$ cat src/rtl/psc_pkg.sv
`default_nettype none
package psc_pkg;

    localparam int unsigned CFG_ADDR_W   = 5;
    localparam int unsigned CFG_DATA_W   = 32;
    localparam logic [6:0]  THRESH_CAP   = 7'd120;
    localparam logic [6:0]  SCORE_CAP    = 7'd127;
    localparam logic [15:0] COUNT_MAX    = 16'hffff;
    localparam logic [5:0]  REEMIT_LAST  = 6'd59;
    localparam logic [7:0]  TOGETHER_ADD = 8'd20;

    typedef enum logic [2:0] {
        REG_MOTION_THR  = 3'd0,
        REG_ACTIVE_THR  = 3'd1,
        REG_BREATH_THR  = 3'd2,
        REG_PET_MODE    = 3'd3,
        REG_PET_WINDOWS = 3'd4,
        REG_SHIM_SWING  = 3'd5,
        REG_SHIM_FLOOR  = 3'd6,
        REG_SHIM_ENABLE = 3'd7
    } t_reg_idx;

    typedef enum logic [2:0] {
        ST_EMPTY    = 3'd0,
        ST_SUBTLE   = 3'd1,
        ST_QUIET    = 3'd2,
        ST_ACTIVE   = 3'd3,
        ST_TOGETHER = 3'd4
    } t_state;

    typedef enum logic [1:0] {
        CONF_TENTATIVE = 2'd0,
        CONF_OBSERVED  = 2'd1,
        CONF_CONFIRMED = 2'd2
    } t_conf;

    typedef enum logic [1:0] {
        DOM_NONE      = 2'd0,
        DOM_MOTION    = 2'd1,
        DOM_BREATHING = 2'd2
    } t_dom;

    typedef enum logic {
        OP_WINDOW  = 1'b0,
        OP_DISMISS = 1'b1
    } t_op;

    typedef struct packed {
        logic              operation;
        logic signed [7:0] doppler_0;
        logic signed [7:0] doppler_1;
        logic signed [7:0] doppler_2;
        logic signed [7:0] doppler_3;
        logic signed [7:0] rssi_high;
        logic signed [7:0] rssi_low;
        logic [6:0]        breathing_peak;
    } t_in_item;

    typedef struct packed {
        logic [2:0]  presence_state;
        logic [1:0]  confidence;
        logic [1:0]  dominant;
        logic [6:0]  move_level;
        logic [6:0]  breath_level;
        logic [15:0] windows_count;
    } t_out_item;

    typedef struct packed {
        logic [6:0]  move_thr;
        logic [6:0]  act_thr;
        logic [6:0]  breath_thr;
        logic        pet_gate;
        logic [15:0] pet_required_windows;
        logic [7:0]  shimmer_swing;
        logic [7:0]  shimmer_motion_floor;
        logic        shimmer_enable;
    } t_cfg;

    typedef struct packed {
        logic       dismiss;
        logic       shimmer;
        logic [6:0] motion;
        logic [6:0] breathing;
    } t_cls;

    function automatic logic [6:0] nudged(input logic [6:0] base, input logic [6:0] nudge);
        logic [7:0] sum;
        sum = {1'b0, base} + {1'b0, nudge};
        if (base >= THRESH_CAP) begin
            return base;
        end else if (sum > {1'b0, THRESH_CAP}) begin
            return THRESH_CAP;
        end else begin
            return sum[6:0];
        end
    endfunction

endpackage
`default_nettype wire

$ cat src/rtl/psc_cfg.sv
`default_nettype none
module psc_cfg (
    input  wire logic                           i_clk,
    input  wire logic                           i_rst_n,
    input  wire logic                           psel,
    input  wire logic                           penable,
    input  wire logic                           pwrite,
    input  wire logic [psc_pkg::CFG_ADDR_W-1:0] paddr,
    input  wire logic [psc_pkg::CFG_DATA_W-1:0] pwdata,
    output logic      [psc_pkg::CFG_DATA_W-1:0] prdata,
    output logic                                pready,
    output psc_pkg::t_cfg                       o_cfg
);
    import psc_pkg::*;

    t_cfg     r_cfg;
    t_cfg     n_cfg;
    t_reg_idx w_idx;
    logic     w_wr;

    assign w_idx  = t_reg_idx'(paddr[CFG_ADDR_W-1:2]);
    assign w_wr   = psel && penable && pwrite;
    assign pready = 1'b1;
    assign o_cfg  = r_cfg;

    always_comb begin
        n_cfg = r_cfg;
        if (w_wr) begin
            unique case (w_idx)
                REG_MOTION_THR:  n_cfg.move_thr             = pwdata[6:0];
                REG_ACTIVE_THR:  n_cfg.act_thr              = pwdata[6:0];
                REG_BREATH_THR:  n_cfg.breath_thr           = pwdata[6:0];
                REG_PET_MODE:    n_cfg.pet_gate             = pwdata[0];
                REG_PET_WINDOWS: n_cfg.pet_required_windows = pwdata[15:0];
                REG_SHIM_SWING:  n_cfg.shimmer_swing        = pwdata[7:0];
                REG_SHIM_FLOOR:  n_cfg.shimmer_motion_floor = pwdata[7:0];
                REG_SHIM_ENABLE: n_cfg.shimmer_enable       = pwdata[0];
                default:         n_cfg = r_cfg;
            endcase
        end
    end

    always_comb begin
        prdata = '0;
        unique case (w_idx)
            REG_MOTION_THR:  prdata[6:0]  = r_cfg.move_thr;
            REG_ACTIVE_THR:  prdata[6:0]  = r_cfg.act_thr;
            REG_BREATH_THR:  prdata[6:0]  = r_cfg.breath_thr;
            REG_PET_MODE:    prdata[0]    = r_cfg.pet_gate;
            REG_PET_WINDOWS: prdata[15:0] = r_cfg.pet_required_windows;
            REG_SHIM_SWING:  prdata[7:0]  = r_cfg.shimmer_swing;
            REG_SHIM_FLOOR:  prdata[7:0]  = r_cfg.shimmer_motion_floor;
            REG_SHIM_ENABLE: prdata[0]    = r_cfg.shimmer_enable;
            default:         prdata       = '0;
        endcase
    end

    always_ff @(posedge i_clk) begin
        if (!i_rst_n) begin
            r_cfg.move_thr             <= 7'd35;
            r_cfg.act_thr              <= 7'd75;
            r_cfg.breath_thr           <= 7'd30;
            r_cfg.pet_gate             <= 1'b0;
            r_cfg.pet_required_windows <= 16'd30;
            r_cfg.shimmer_swing        <= 8'd8;
            r_cfg.shimmer_motion_floor <= 8'd30;
            r_cfg.shimmer_enable       <= 1'b1;
        end else begin
            r_cfg <= n_cfg;
        end
    end

endmodule
`default_nettype wire

$ cat src/rtl/psc_front.sv
`default_nettype none
module psc_front (
    input  wire psc_pkg::t_in_item i_item,
    input  wire psc_pkg::t_cfg     i_cfg,
    output psc_pkg::t_cls          o_cls
);
    import psc_pkg::*;

    logic [7:0]        w_abs [4];
    logic [9:0]        w_sum;
    logic [6:0]        w_motion;
    logic signed [9:0] w_swing;
    logic signed [9:0] w_swing_lim;

    function automatic logic [7:0] mag8(input logic signed [7:0] d);
        return d[7] ? (~d + 8'd1) : d;
    endfunction

    assign w_abs[0] = mag8(i_item.doppler_0);
    assign w_abs[1] = mag8(i_item.doppler_1);
    assign w_abs[2] = mag8(i_item.doppler_2);
    assign w_abs[3] = mag8(i_item.doppler_3);

    assign w_sum = {2'b0, w_abs[0]} + {2'b0, w_abs[1]} + {2'b0, w_abs[2]} + {2'b0, w_abs[3]};
    assign w_motion = w_sum[9] ? SCORE_CAP : w_sum[8:2];

    assign w_swing     = 10'(i_item.rssi_high) - 10'(i_item.rssi_low);
    assign w_swing_lim = $signed({2'b00, i_cfg.shimmer_swing});

    assign o_cls.dismiss   = (i_item.operation == OP_DISMISS);
    assign o_cls.shimmer   = i_cfg.shimmer_enable && (w_swing > w_swing_lim)
                             && ({1'b0, w_motion} < i_cfg.shimmer_motion_floor);
    assign o_cls.motion    = w_motion;
    assign o_cls.breathing = i_item.breathing_peak;

endmodule
`default_nettype wire

$ cat src/rtl/psc_queue.sv
`default_nettype none
module psc_queue (
    input  wire logic          i_clk,
    input  wire logic          i_rst_n,
    input  wire logic          i_push,
    input  wire psc_pkg::t_cls i_data,
    output logic               o_full,
    input  wire logic          i_pop,
    output logic               o_valid,
    output psc_pkg::t_cls      o_data
);
    import psc_pkg::*;

    t_cls       r_mem [2];
    logic       r_wr;
    logic       r_rd;
    logic [1:0] r_cnt;
    logic       w_push;
    logic       w_pop;

    assign o_full  = (r_cnt == 2'd2);
    assign o_valid = (r_cnt != 2'd0);
    assign o_data  = r_mem[r_rd];
    assign w_push  = i_push && !o_full;
    assign w_pop   = i_pop && o_valid;

    always_ff @(posedge i_clk) begin
        if (w_push) begin
            r_mem[r_wr] <= i_data;
        end
    end

    always_ff @(posedge i_clk) begin
        if (!i_rst_n) begin
            r_wr  <= 1'b0;
            r_rd  <= 1'b0;
            r_cnt <= 2'd0;
        end else begin
            if (w_push) begin
                r_wr <= ~r_wr;
            end
            if (w_pop) begin
                r_rd <= ~r_rd;
            end
            r_cnt <= r_cnt + {1'b0, w_push} - {1'b0, w_pop};
        end
    end

endmodule
`default_nettype wire

$ cat src/rtl/psc_back.sv
`default_nettype none
module psc_back (
    input  wire logic           i_clk,
    input  wire logic           i_rst_n,
    input  wire psc_pkg::t_cfg  i_cfg,
    input  wire logic           i_valid,
    input  wire psc_pkg::t_cls  i_cls,
    output logic                o_take,
    output logic                o_empty,
    input  wire logic           i_pop,
    output psc_pkg::t_out_item  o_item
);
    import psc_pkg::*;

    t_state      r_cur,   n_cur;
    logic [15:0] r_win,   n_win;
    logic [5:0]  r_mod,   n_mod;
    t_state      r_pend,  n_pend;
    logic [1:0]  r_pcnt,  n_pcnt;
    logic [6:0]  r_nudge, n_nudge;

    t_out_item   r_buf [2];
    logic        r_owr;
    logic        r_ord;
    logic [1:0]  r_ocnt;

    t_state      w_tgt;
    logic [7:0]  w_gate;
    logic [1:0]  w_pcnt_new;
    logic        w_emit;
    logic        w_opop;
    logic [6:0]  w_mag;
    t_out_item   w_res;

    assign o_take  = i_valid && (r_ocnt != 2'd2);
    assign w_opop  = i_pop && (r_ocnt != 2'd0);
    assign o_empty = (r_ocnt == 2'd0);
    assign o_item  = r_buf[r_ord];

    always_comb begin
        w_gate = {1'b0, i_cfg.act_thr} + TOGETHER_ADD;
        if (w_gate > {1'b0, SCORE_CAP}) begin
            w_gate = {1'b0, SCORE_CAP};
        end
        if (i_cls.shimmer) begin
            w_tgt = ST_EMPTY;
        end else if ({1'b0, i_cls.motion} >= w_gate && r_win >= 16'd5) begin
            w_tgt = ST_TOGETHER;
        end else if (i_cls.motion >= i_cfg.act_thr) begin
            w_tgt = ST_ACTIVE;
        end else if (i_cls.breathing >= nudged(i_cfg.breath_thr, r_nudge)) begin
            w_tgt = (i_cfg.pet_gate && r_win < i_cfg.pet_required_windows) ?
                    ST_SUBTLE : ST_QUIET;
        end else if (i_cls.motion >= nudged(i_cfg.move_thr, r_nudge)) begin
            w_tgt = ST_SUBTLE;
        end else begin
            w_tgt = ST_EMPTY;
        end
    end

    always_comb begin
        n_cur      = r_cur;
        n_win      = r_win;
        n_mod      = r_mod;
        n_pend     = r_pend;
        n_pcnt     = r_pcnt;
        n_nudge    = r_nudge;
        w_emit     = 1'b0;
        w_pcnt_new = r_pcnt;
        if (o_take) begin
            if (i_cls.dismiss) begin
                if (r_nudge < THRESH_CAP) begin
                    n_nudge = r_nudge + 7'd1;
                end
            end else if (w_tgt != r_cur) begin
                if (w_tgt != r_pend) begin
                    w_pcnt_new = 2'd1;
                end else if (r_pcnt < 2'd3) begin
                    w_pcnt_new = r_pcnt + 2'd1;
                end
                n_pend = w_tgt;
                n_pcnt = w_pcnt_new;
                if (w_pcnt_new >= 2'd2) begin
                    n_cur  = w_tgt;
                    n_win  = '0;
                    n_mod  = '0;
                    n_pcnt = '0;
                    w_emit = 1'b1;
                end
            end else begin
                if (r_win != COUNT_MAX) begin
                    n_win = r_win + 16'd1;
                    n_mod = (r_mod == REEMIT_LAST) ? 6'd0 : r_mod + 6'd1;
                end
                w_emit = (n_win == 16'd5) || (n_win == 16'd20) || (n_mod == 6'd0);
            end
        end
    end

    always_comb begin
        w_mag = (i_cls.motion >= i_cls.breathing) ? i_cls.motion : i_cls.breathing;
        w_res.presence_state  = n_cur;
        if (n_win >= 16'd20 && w_mag >= 7'd60) begin
            w_res.confidence = CONF_CONFIRMED;
        end else if (n_win >= 16'd3) begin
            w_res.confidence = CONF_OBSERVED;
        end else begin
            w_res.confidence = CONF_TENTATIVE;
        end
        if (n_cur == ST_EMPTY) begin
            w_res.dominant = DOM_NONE;
        end else if (i_cls.motion >= i_cls.breathing) begin
            w_res.dominant = DOM_MOTION;
        end else begin
            w_res.dominant = DOM_BREATHING;
        end
        w_res.move_level    = i_cls.motion;
        w_res.breath_level  = i_cls.breathing;
        w_res.windows_count = n_win;
    end

    always_ff @(posedge i_clk) begin
        if (w_emit) begin
            r_buf[r_owr] <= w_res;
        end
    end

    always_ff @(posedge i_clk) begin
        if (!i_rst_n) begin
            r_cur   <= ST_EMPTY;
            r_win   <= '0;
            r_mod   <= '0;
            r_pend  <= ST_EMPTY;
            r_pcnt  <= '0;
            r_nudge <= '0;
            r_owr   <= 1'b0;
            r_ord   <= 1'b0;
            r_ocnt  <= 2'd0;
        end else begin
            r_cur   <= n_cur;
            r_win   <= n_win;
            r_mod   <= n_mod;
            r_pend  <= n_pend;
            r_pcnt  <= n_pcnt;
            r_nudge <= n_nudge;
            if (w_emit) begin
                r_owr <= ~r_owr;
            end
            if (w_opop) begin
                r_ord <= ~r_ord;
            end
            r_ocnt <= r_ocnt + {1'b0, w_emit} - {1'b0, w_opop};
        end
    end

endmodule
`default_nettype wire

$ cat src/rtl/presence_state_classifier_top.sv
// Presence state classifier.
// Input channel: drive i_item and raise push; a transaction completes on a
// clock edge with push high and full low. Each item is a feature window or
// a dismiss nudge (operation high), which raises only move_thr and breath_thr.
// Result channel: while empty is low, o_item holds the oldest result; a
// transaction completes on a clock edge with pop high and empty low.
// A window produces zero or one result; a dismiss produces none.
// Throughput: one item per cycle, sustained while results are drained.
// Path: an item is classified as it is taken and written into the middle
// queue; the state update then takes it from the queue and writes its result
// into the two-entry buffer, from which o_item shows it until it is popped.
// When pop stays low the result buffer fills, the state update stalls, the
// middle queue fills and full rises; nothing is dropped.
// Configuration goes through the APB-style port, one register per 4 bytes;
// the user writes it only while the block is idle; the block does not enforce this.
// Reset (i_rst_n low, synchronous) restores register defaults, clears the
// state to empty with zero counts and nudge, and empties both queues.
`default_nettype none
module presence_state_classifier_top (
    input  wire logic                           i_clk,
    input  wire logic                           i_rst_n,
    input  wire logic                           psel,
    input  wire logic                           penable,
    input  wire logic                           pwrite,
    input  wire logic [psc_pkg::CFG_ADDR_W-1:0] paddr,
    input  wire logic [psc_pkg::CFG_DATA_W-1:0] pwdata,
    output logic      [psc_pkg::CFG_DATA_W-1:0] prdata,
    output logic                                pready,
    input  wire logic                           push,
    output logic                                full,
    input  wire psc_pkg::t_in_item              i_item,
    output logic                                empty,
    input  wire logic                           pop,
    output psc_pkg::t_out_item                  o_item
);
    import psc_pkg::*;

    t_cfg w_cfg;
    t_cls w_cls_in;
    t_cls w_cls_out;
    logic w_q_valid;
    logic w_take;

    psc_cfg u_cfg (
        .i_clk   (i_clk),
        .i_rst_n (i_rst_n),
        .psel    (psel),
        .penable (penable),
        .pwrite  (pwrite),
        .paddr   (paddr),
        .pwdata  (pwdata),
        .prdata  (prdata),
        .pready  (pready),
        .o_cfg   (w_cfg)
    );

    psc_front u_front (
        .i_item (i_item),
        .i_cfg  (w_cfg),
        .o_cls  (w_cls_in)
    );

    psc_queue u_queue (
        .i_clk   (i_clk),
        .i_rst_n (i_rst_n),
        .i_push  (push),
        .i_data  (w_cls_in),
        .o_full  (full),
        .i_pop   (w_take),
        .o_valid (w_q_valid),
        .o_data  (w_cls_out)
    );

    psc_back u_back (
        .i_clk   (i_clk),
        .i_rst_n (i_rst_n),
        .i_cfg   (w_cfg),
        .i_valid (w_q_valid),
        .i_cls   (w_cls_out),
        .o_take  (w_take),
        .o_empty (empty),
        .i_pop   (pop),
        .o_item  (o_item)
    );

endmodule
`default_nettype wire
$ cat config.mk
export PLATFORM = sky130hd
export DESIGN_NAME = presence_state_classifier_top
export DESIGN_NICKNAME = d
export VERILOG_FILES = /design/src/rtl/psc_pkg.sv /design/src/rtl/psc_cfg.sv /design/src/rtl/psc_front.sv /design/src/rtl/psc_queue.sv /design/src/rtl/psc_back.sv /design/src/rtl/presence_state_classifier_top.sv
export SDC_FILE = /design/constraint.sdc
export NUM_CORES = 1
export LEC_CHECK = 0
export CAP_MARGIN = 15
export CORE_ASPECT_RATIO = 1.4
export CORE_UTILIZATION = 53
export DETAILED_ROUTE_END_ITERATION = 10
export DONT_BUFFER_PORTS = 1
export HOLD_SLACK_MARGIN = 0.03
export PLACE_DENSITY = 0.71
export SETUP_SLACK_MARGIN = 0.4
export SLEW_MARGIN = 20
export SYNTH_ARGS = -nofsm -noshare
export SYNTH_HDL_FRONTEND = slang
export SYNTH_SLANG_ARGS = --single-unit
$ cat constraint.sdc
create_clock -name i_clk -period 6.3 [get_ports i_clk]
set_input_delay 0.63 -clock i_clk [delete_from_list [all_inputs] [get_ports i_clk]]
set_output_delay 0.63 -clock i_clk [all_outputs]
set_load 0.005 [all_outputs]
==> flow_metrics.py <==
metrics = {
    "power": {
        "power_density_nw_per_um2": 334.3,
        "vdd_drop_max_v": 0.0003241,
        "power.leakage_uw": 0.005710,
    },
    "synthesis": {
        "async_reset_ff_share_pct": 0,
        "yosysMostFrequentCell": "nand2_1",
        "synth_area_leaders": "edfxtp_1 (24%), dfxtp_1 (15%), ha_1 (11%), mux2i_1 (4.3%), mux2_2 (3.9%)",
        "syn-cell-area_um2": 13360,
        "yosysTopAreaCell": "edfxtp_1",
        "synth.distinct_cells": 79,
        "ys_top_cells_by_count": "nand2_1 (122), ha_1 (116), inv_1 (108)",
        "ys.flop_type": "edfxtp_1",
        "synth-edff-count": 106,
        "syn_inst": 1358,
        "syn_area_per_cell_um2": 9.839,
        "ys_ff_latch": 208,
        "synth_warnings": 0,
        "ys_seq_area_share_pct": 39.10,
        "synth_top_area_share_pct": 23.82,
    },
    "clocking": {
        "clk_pin_slew_ns": 0.06,
        "htree_levels": 1,
        "clk_latency_ns": 0.50,
        "cts_buffers": 20,
        "cts_hold_buffers": 0,
        "cts.sinks": 208,
        "ctsLongestPathBuffers": 3,
        "cts-root-buf": "clkbuf_16",
        "tritoncts": "built",
    },
    "detailed_routing": {
        "drtAntennaViolNets": 0,
        "wl_per_cell_um": 18.03,
        "drtPass1Iterations": 5,
        "drt_iter0_drc": 601,
        "drt_wl_total_mm": 30.19,
        "viasPerCell": 5.861,
        "vias": 9812,
        "drc": 0,
    },
    "worst_setup_path": {
        "crit_top_cell": "a21oi_1",
        "worstPathRequired_ns": 6.61,
        "cp-start-kind": "register",
        "endpoint_kind": "register",
        "cpPeakStageDelay_ns": 0.40,
        "slowest_stage": "fa_1",
        "cpLargestDelayFamily": "compound AO/OA/AOI/OAI gates",
        "worstPathCellList": "ha_1 > fa_1 > a21o_1 > a21oi_1 > o21bai_1 > a21oi_1 > xnor2_1 > a31oi_1 > a22oi_1 > ha_1 > a21oi_1 > o21ai_0 > a221oi_2 > o21a_1 > o21ai_0 > o32ai_2 > a211oi_2 > buf_4 > a311o_1 > a311oi_2 > a21boi_1 > a31oi_1",
        "cp.arrival_ns": 5.82,
        "crit_buf_inv": 1,
        "ff2ff_setup_slack_ns": 0.79,
        "path_class": "register to register",
        "cp_max_fo": 8,
    },
    "run": {
        "drv_cap": 0,
    },
    "timing": {
        "min_period_over_period_pct": 87.48,
        "setup_viol": 0,
        "rsz0062_at_grt": "no",
        "clock_skew_ns": 0.01377,
        "worstMarginPinSlew_ns": 0.9414,
        "final-max-slew-violation-count": 0,
        "hold_violations": 0,
        "fin_tns_setup_ns": 0,
        "slew_headroom_pct": 37.01,
        "fin_crit_ns": 5.511,
        "fmax_mhz": 181.5,
    },
    "finish": {
        "final_layout_size_suffix_gt1_share_pct": 8.389,
        "multi_input_area_um2": 7495,
        "fill_cells": 2198,
        "seq_area_um2": 5228,
        "stdcell_count": 1674,
        "final_nets": 1573,
        "n_antenna_cell": 0,
        "area_growth_pct": 7.107,
    },
    "place": {
        "dp.cells": 1636,
        "portBuffers": 0,
        "hpwl_mm": 22.92,
        "gp_congestion": 0.8883,
    },
    "floorplan": {
        "io_pins": 172,
        "coreArea_um2": 24670,
        "chipWidth_um": 136.2,
        "die_y_um": 189.9,
        "die_area_um2": 25860,
        "start_util_pct": 54.15,
        "num_rows": 68,
    },
    "global_routing": {
        "grt_pass1_wl_mm": 48.02,
        "groute.usage.overall_pct": 23.44,
        "gr-total-overflow": 0,
        "grt_pass1_vias": 9559,
        "grt_max_degree": 103,
        "antenna_found_initial": 0,
    },
    "hold_path": {
        "hold_class": "input port to register",
    },
    "outcome": {
        "status": "completed",
    },
}
==> state kept, by name, summed over array words and instances (netlist names), 2 cells and up, named ones only <==
| register | cells |
|---|---|
| u_back.r_pend | 3 |
| u_cfg.o_cfg | 55 |
| u_back.r_mod | 6 |
| u_back.r_win | 16 |
| u_back.r_cur | 3 |
| u_queue.r_cnt | 2 |
| u_back.r_ocnt | 2 |
| u_back.r_nudge | 7 |
| u_back.r_pcnt | 2 |
| u_queue.r_mem | 32 |
| u_back.r_buf | 74 |
==> worst register-to-register path: cells and delay by family, from the launching register on <==
family / cells / cell delay [ns]
flip-flops: 1 / 0.38
XOR/XNOR: 1 / 0.16
AO/OA/AOI/OAI: 17 / 3.61
buffers and inverters: 1 / 0.20
adder cells (fa/ha/maj): 3 / 0.96
==> worst paths after layout <==
path / start / to / depth (start not counted)
max reg2reg: u_back.r_nudge[0] / u_back.r_buf[1][32] / 22
max: u_back.r_nudge[0] / u_back.r_buf[1][32] / 22
min reg2reg: u_cfg.o_cfg[28] / u_cfg.o_cfg[28] / 2
min: i_rst_n / u_cfg.o_cfg[36] / 1
==> cell usage in the layout (no fill, tap or decap), drive strengths merged, types with 8 or more instances in the layout <==
master / instances
and2: 34
a21boi: 27
mux2: 46
a21oi: 52
clkinv: 8
nor2: 53
ha: 116
o211ai: 18
nor4: 11
dfxtp: 102
and3: 23
nand2b: 17
nand4: 12
xor2: 13
nand3: 15
mux2i: 57
xnor2: 50
conb: 17
o21a: 14
a21o: 23
edfxtp: 106
nand2: 122
clkbuf: 25
buf: 16
o21ai: 55
nor3: 21
a211oi: 9
fa: 12
inv: 109
nor2b: 49
a31oi: 12
==> logic make-up (layout without fill, tap and decap cells) <==
group                      Yosys count  count (layout)  share of synthesized area (%)
xor gates and xnor gates            63              63                          4.130
buffers and inverters              174             160                          5.497
muxes                              104             104                          8.315
DFF                                208             208                          39.10
adders and majority gates          128             128                          12.66
AOI/OAI and AO/OA                  288             288                          14.95
and+or+nand+nor                    391             391                          15.28
other                                2              17                        0.05621
==> metrics by stage <==
stage               setup WS [ns]  total power (uW)  hold WS, ns  utilization (%)  cell area (um^2)
floorplan                  0.8442              3161       0.4521                -             13420
global placement           0.5792              3532       0.4627            55.23             13630
detailed placement         0.4702              3604       0.4678            55.23             13630
CTS                        0.5394              4812       0.1917            57.84             14270
global route               0.4272              5095       0.1963            58.00             14310
finish                     0.7890              4784       0.2234            58.00             14310
==> per-layer routing <==
layer,global-route usage [%],part of all wire [%],vias up
met4,9.402,3.9,0
met1,26.13,39,4669
li1,-,-,4834
met2,43.85,52,232
met3,3.331,4.5,77
met5,0,0,-
==> repair_timing <==
item	CTS	global route
resized for setup	0	5
endpoints found under the setup margin	0	117
buffers inserted	0	2
==> cell type report <==
class | instances | share of cell area, %
Multi-Input combinational cell | 991 | 52.37
Clock inverter | 11 | 0.7257
Timing Repair Buffer | 16 | 1.014
Sequential cell | 208 | 36.53
Clock buffer | 25 | 3.777
Tap cell | 315 | 2.754
Inverter | 108 | 2.833
==> power breakdown <==
part	total (uW)	switching (uW)	internal [uW]
registers	1720	73.4	1650
clock network	1200	509	692
logic	1860	1080	782
total	4780	1660	3120
Power figures use the tool's default switching activity.
